<file path="config.mk">
export PLATFORM = sky130hd
export DESIGN_NAME = tun_sqrt
export DESIGN_NICKNAME = d
export VERILOG_FILES = /design/src/hw/rtl/tun_sqrt.sv
export SDC_FILE = /design/constraint.sdc
export NUM_CORES = 1
export LEC_CHECK = 0
export BUFFER_PORTS_ARGS = -buffer_cell sky130_fd_sc_hd__buf_4
export CAP_MARGIN = 40
export CORE_MARGIN = 4
export CORE_UTILIZATION = 55
export DETAILED_ROUTE_END_ITERATION = 7
export GPL_TIMING_DRIVEN = 1
export PLACE_DENSITY = 0.71
export SYNTH_ARGS = -nofsm -noshare
export SYNTH_HDL_FRONTEND = slang
export SYNTH_SLANG_ARGS = --single-unit
</file>
<file path="constraint.sdc">
create_clock -name clk -period 5.85 [get_ports clk]
set_input_delay 0.2925 -clock clk [delete_from_list [all_inputs] [get_ports clk]]
set_output_delay 0.2925 -clock clk [all_outputs]
set_load 0.005 [all_outputs]
</file>
<file path="src/hw/rtl/tun_sqrt.sv">
module tun_sqrt #(
  parameter int S = 16
) (
  input  logic             clk,
  input  logic             en,
  input  logic [2*S-2:0]   rad,
  output logic [S-1:0]     root
);

  localparam int RW = S + 1;

  // digit-by-digit integer square root, one root bit per stage
  logic [2*S-1:0] rad_r  [S];
  logic [RW-1:0]  rem_r  [S];
  logic [S-1:0]   root_r [S];

  for (genvar k = 0; k < S; k++) begin : g_stage
    logic [2*S-1:0] rad_in;
    logic [RW-1:0]  rem_in;
    logic [S-1:0]   root_in;
    logic [RW+1:0]  remx, trial, rem_new;
    logic           ge;

    if (k == 0) begin : g_first
      assign rad_in  = {1'b0, rad};
      assign rem_in  = '0;
      assign root_in = '0;
    end else begin : g_next
      assign rad_in  = rad_r[k-1];
      assign rem_in  = rem_r[k-1];
      assign root_in = root_r[k-1];
    end

    assign remx    = {rem_in, rad_in[2*S-1:2*S-2]};
    assign trial   = {1'b0, root_in, 2'b01};
    assign ge      = remx >= trial;
    assign rem_new = ge ? remx - trial : remx;

    always_ff @(posedge clk) begin
      if (en) begin
        rad_r[k]  <= {rad_in[2*S-3:0], 2'b00};
        rem_r[k]  <= rem_new[RW-1:0];
        root_r[k] <= {root_in[S-2:0], ge};
      end
    end
  end

  assign root = root_r[S-1];

endmodule

</file>
==> reports/metrics.cfg <==
[power]
power_per_cell_area_mw_per_mm2 = 354.8
ir_worst_vdd_mv = 0.3903
p_leak_nw = 12.24

[timing]
timing.slew.headroom = 0.2840
setup_tns_ns = 0
hold_viol_final = 0
fmax_mhz = 305.1
fin_crit_ns = 3.278
setup_viol_count_final = 0
layout_setup_ws_ns = 2.572
skew_ns = 0.01311
worst_pin_slew_ns = 1.074
fin_crit_sh = 0.5603
rsz0062_at_grt = false
slew_viol_final = 0

[global_route]
antenna_found_initial = 0
grt_pass1_vias = 16033
grt_overflow_total = 0
grtUsageTotal = 0.1815
grt_max_degree = 175
grt_pass1_wl_microns = 80610

[routing]
ant_nets = 0
first_iter_violations = 1172
drt-wirelength-per-cell_microns = 16.39
routed_wl_microns = 48490
drc = 0
drt_pass1_iterations = 5
vias = 16376
vias_per_cell = 5.534

[floorplanning]
initial_core_util = 0.5583
die_w_microns = 233.9
die_y_microns = 233.9
coreArea_sq_mm = 0.05027
std_cell_rows = 82
io_pins = 49
dieArea_sq_mm = 0.05471

[yosys]
ys_warn_count = 0
synth_top_area_frac = 0.6505
synth_xor_area_frac = 0.04837
synth-edff-count = 608
ys_seq_area_frac = 0.6505
synth_top_family_by_area = compound AO/OA/AOI/OAI gates
synth_compound_area_frac = 0.09616
synth-async-reset-ratio = 0
synthMuxAreaShare = 0.01498
syn_avg_cell_area_sq_um = 13.25
syn_inst = 2118
synth.top_cells.by_area = edfxtp_1, ha_1, xnor2_1
yosysUniqueCellTypes = 81
ys_ff_latch = 608
synth_nets = 2302
synth-simple-area-share = 0.09237
syn_area_sq_mm = 0.02807
yosys.area_share.adder = 0.06732
yosys.area.top_type = edfxtp_1
synth_flop_cell = edfxtp_1

[outcome]
outcome = completed

[placement]
dp_hpwl_microns = 33420
port_buffers = 48
place_ws_ns = 2.661
routabilityCongestion = 0.8835

[setup_path]
cp.required_ns = 6.19
worstPathArrival_ns = 3.62
start_kind = flop
critPathKind = flop to flop
cp_max_fo = 16
end_kind = flop

[clock_network]
clkSinkCount = 608
cts_setup_buffers = 0
clockBufferDepth = 3
cts-root-buf = clkbuf_16
clk_latency_ns = 0.59
cts_made_buffers = 66
tritoncts = done
cts-htree-levels = 3
clk_pin_slew_ns = 0.06

[min_path]
hp-class = input pin to flop

[job]
max-cap-violations = 0

[finish]
insertedDiodeCount = 0
syn_to_final_growth_pct = 12.71
drive_gt1_frac = 0.09226
fin_nets = 2424

[layout by cell type, fill, tap and decap left out, types with 8 or more instances in the layout]
master,n
xnor2_1,97
mux2i_1,9
a21o_1,37
or3_1,19
o21a_1,43
a31oi_1,11
nand2_1,109
a211oi_1,14
nand2b_1,26
xor2_1,58
nand4_1,14
inv_1,186
buf_4,50
and3_1,10
or4_1,14
nor2b_1,26
edfxtp_1,608
mux2_2,28
o21bai_1,9
nor4_1,18
a21oi_1,123
o31ai_1,8
clkbuf_16,67
nor3_1,49
dlygate4sd3_1,31
clkinv_1,11
nor2_1,155
o21ai_0,95
clkinv_2,14
o211ai_1,8
ha_1,151
nand3_1,40
[critical path, cell delays in order (launching register included)]
cell and delay [ns]:
edfxtp_1 0.40, ha_1 0.37, nand2_1 0.17, o21bai_1 0.25
a31o_2 0.30, nor3_1 0.43, nor2_1 0.30, buf_4 0.28
inv_2 0.16, mux2_2 0.36
[flip-flops by register name, indices dropped and copies added (netlist names)]
register,flops
rad_r,240
root_r,136
rem_r,232
[layout make-up]
class	instances	area [sq um]
clock buffers	74	1703
clock inverters	41	350.3
fillers	3735	18640
inverters	187	701.9
multi-input cells	1289	8974
flip-flops and latches	608	18260
well taps	672	840.8
repair buffers	88	805.8
[through the flow]
step                instance area, sq um    util  power [mW]  hold WS, ns  cells
floorplan                          28070       -       6.865       0.3914   2118
detailed placement                 29270  0.5822       7.375       0.4045   2813
global route                       31630  0.6292       11.81       0.2756   2959
finish                             31630  0.6292       11.22       0.2519   2959
global placement                   29220  0.5813       7.306       0.4003   2810
CTS                                31630  0.6292       11.34       0.2570   2959
[logic make-up after synthesis]
kind of cell,after synthesis
mux,38
simple gates,522
xor+xnor,155
compound gates,422
fa+ha+maj,151
buf+inv,221
flops,608
other cells,1
[worst paths after layout]
kind	start	endpoint	slack [ns]	cells past startpoint
setup / recovery	rem_r[1][35]	rem_r[1][60]	2.57	9
hold / removal	en	rad_r[0][135]	0.25	1
setup reg to reg	rem_r[1][35]	rem_r[1][60]	2.57	9
hold reg to reg	rad_r[0][77]	rad_r[0][109]	0.41	0
[synthesized netlist by cell type, types with 4 or more instances]
master,instances
buf_2,7
o21a_1,43
and3_1,10
xor2_1,58
o21ai_0,95
a21oi_1,123
a211oi_1,14
a31o_2,5
clkbuf_1,24
o22ai_1,5
a211o_1,4
xnor2_1,97
mux2i_1,9
and2_1,7
nor3_1,49
inv_1,186
a21boi_0,7
or2_2,6
a22o_1,5
nor2_1,155
nand2b_1,26
or4_1,14
nor4_1,18
o31ai_1,8
a31oi_1,11
nand4b_1,5
nor3b_1,5
nand2_1,109
and4_1,5
a221oi_1,4
o21bai_1,10
nand4_1,14
o41ai_1,4
nor2b_1,26
or3_1,19
a21o_1,37
ha_1,151
mux2_2,28
o31a_1,7
o211ai_1,8
nand3_1,40
edfxtp_1,608
[where the power goes]
part | internal [mW] | leakage, nW | switching [mW]
Clock | 2.22 | 1.00 | 1.68
Sequential | 5.38 | 5.82 | 0.252
Combinational | 0.759 | 5.42 | 0.932
[layer usage]
| layer | vias to the layer above | part of all wire | global-route usage |
|---|---|---|---|
| met2 | 377 | 0.47 | 0.2917 |
| met5 | - | 0 | 0 |
| met4 | 0 | 0.021 | 0.06164 |
| met3 | 77 | 0.048 | 0.02891 |
| met1 | 7821 | 0.46 | 0.2552 |
| li1 | 8101 | - | - |
[repair_timing]
item | CTS | global route
hold buffers | 31 | 0
endpoints found under the hold margin | 31 | 0
endpoints found under the setup margin | 0 | 0
resized for setup | 0 | 0
Note: power is estimated with default switching activity, not from simulation.
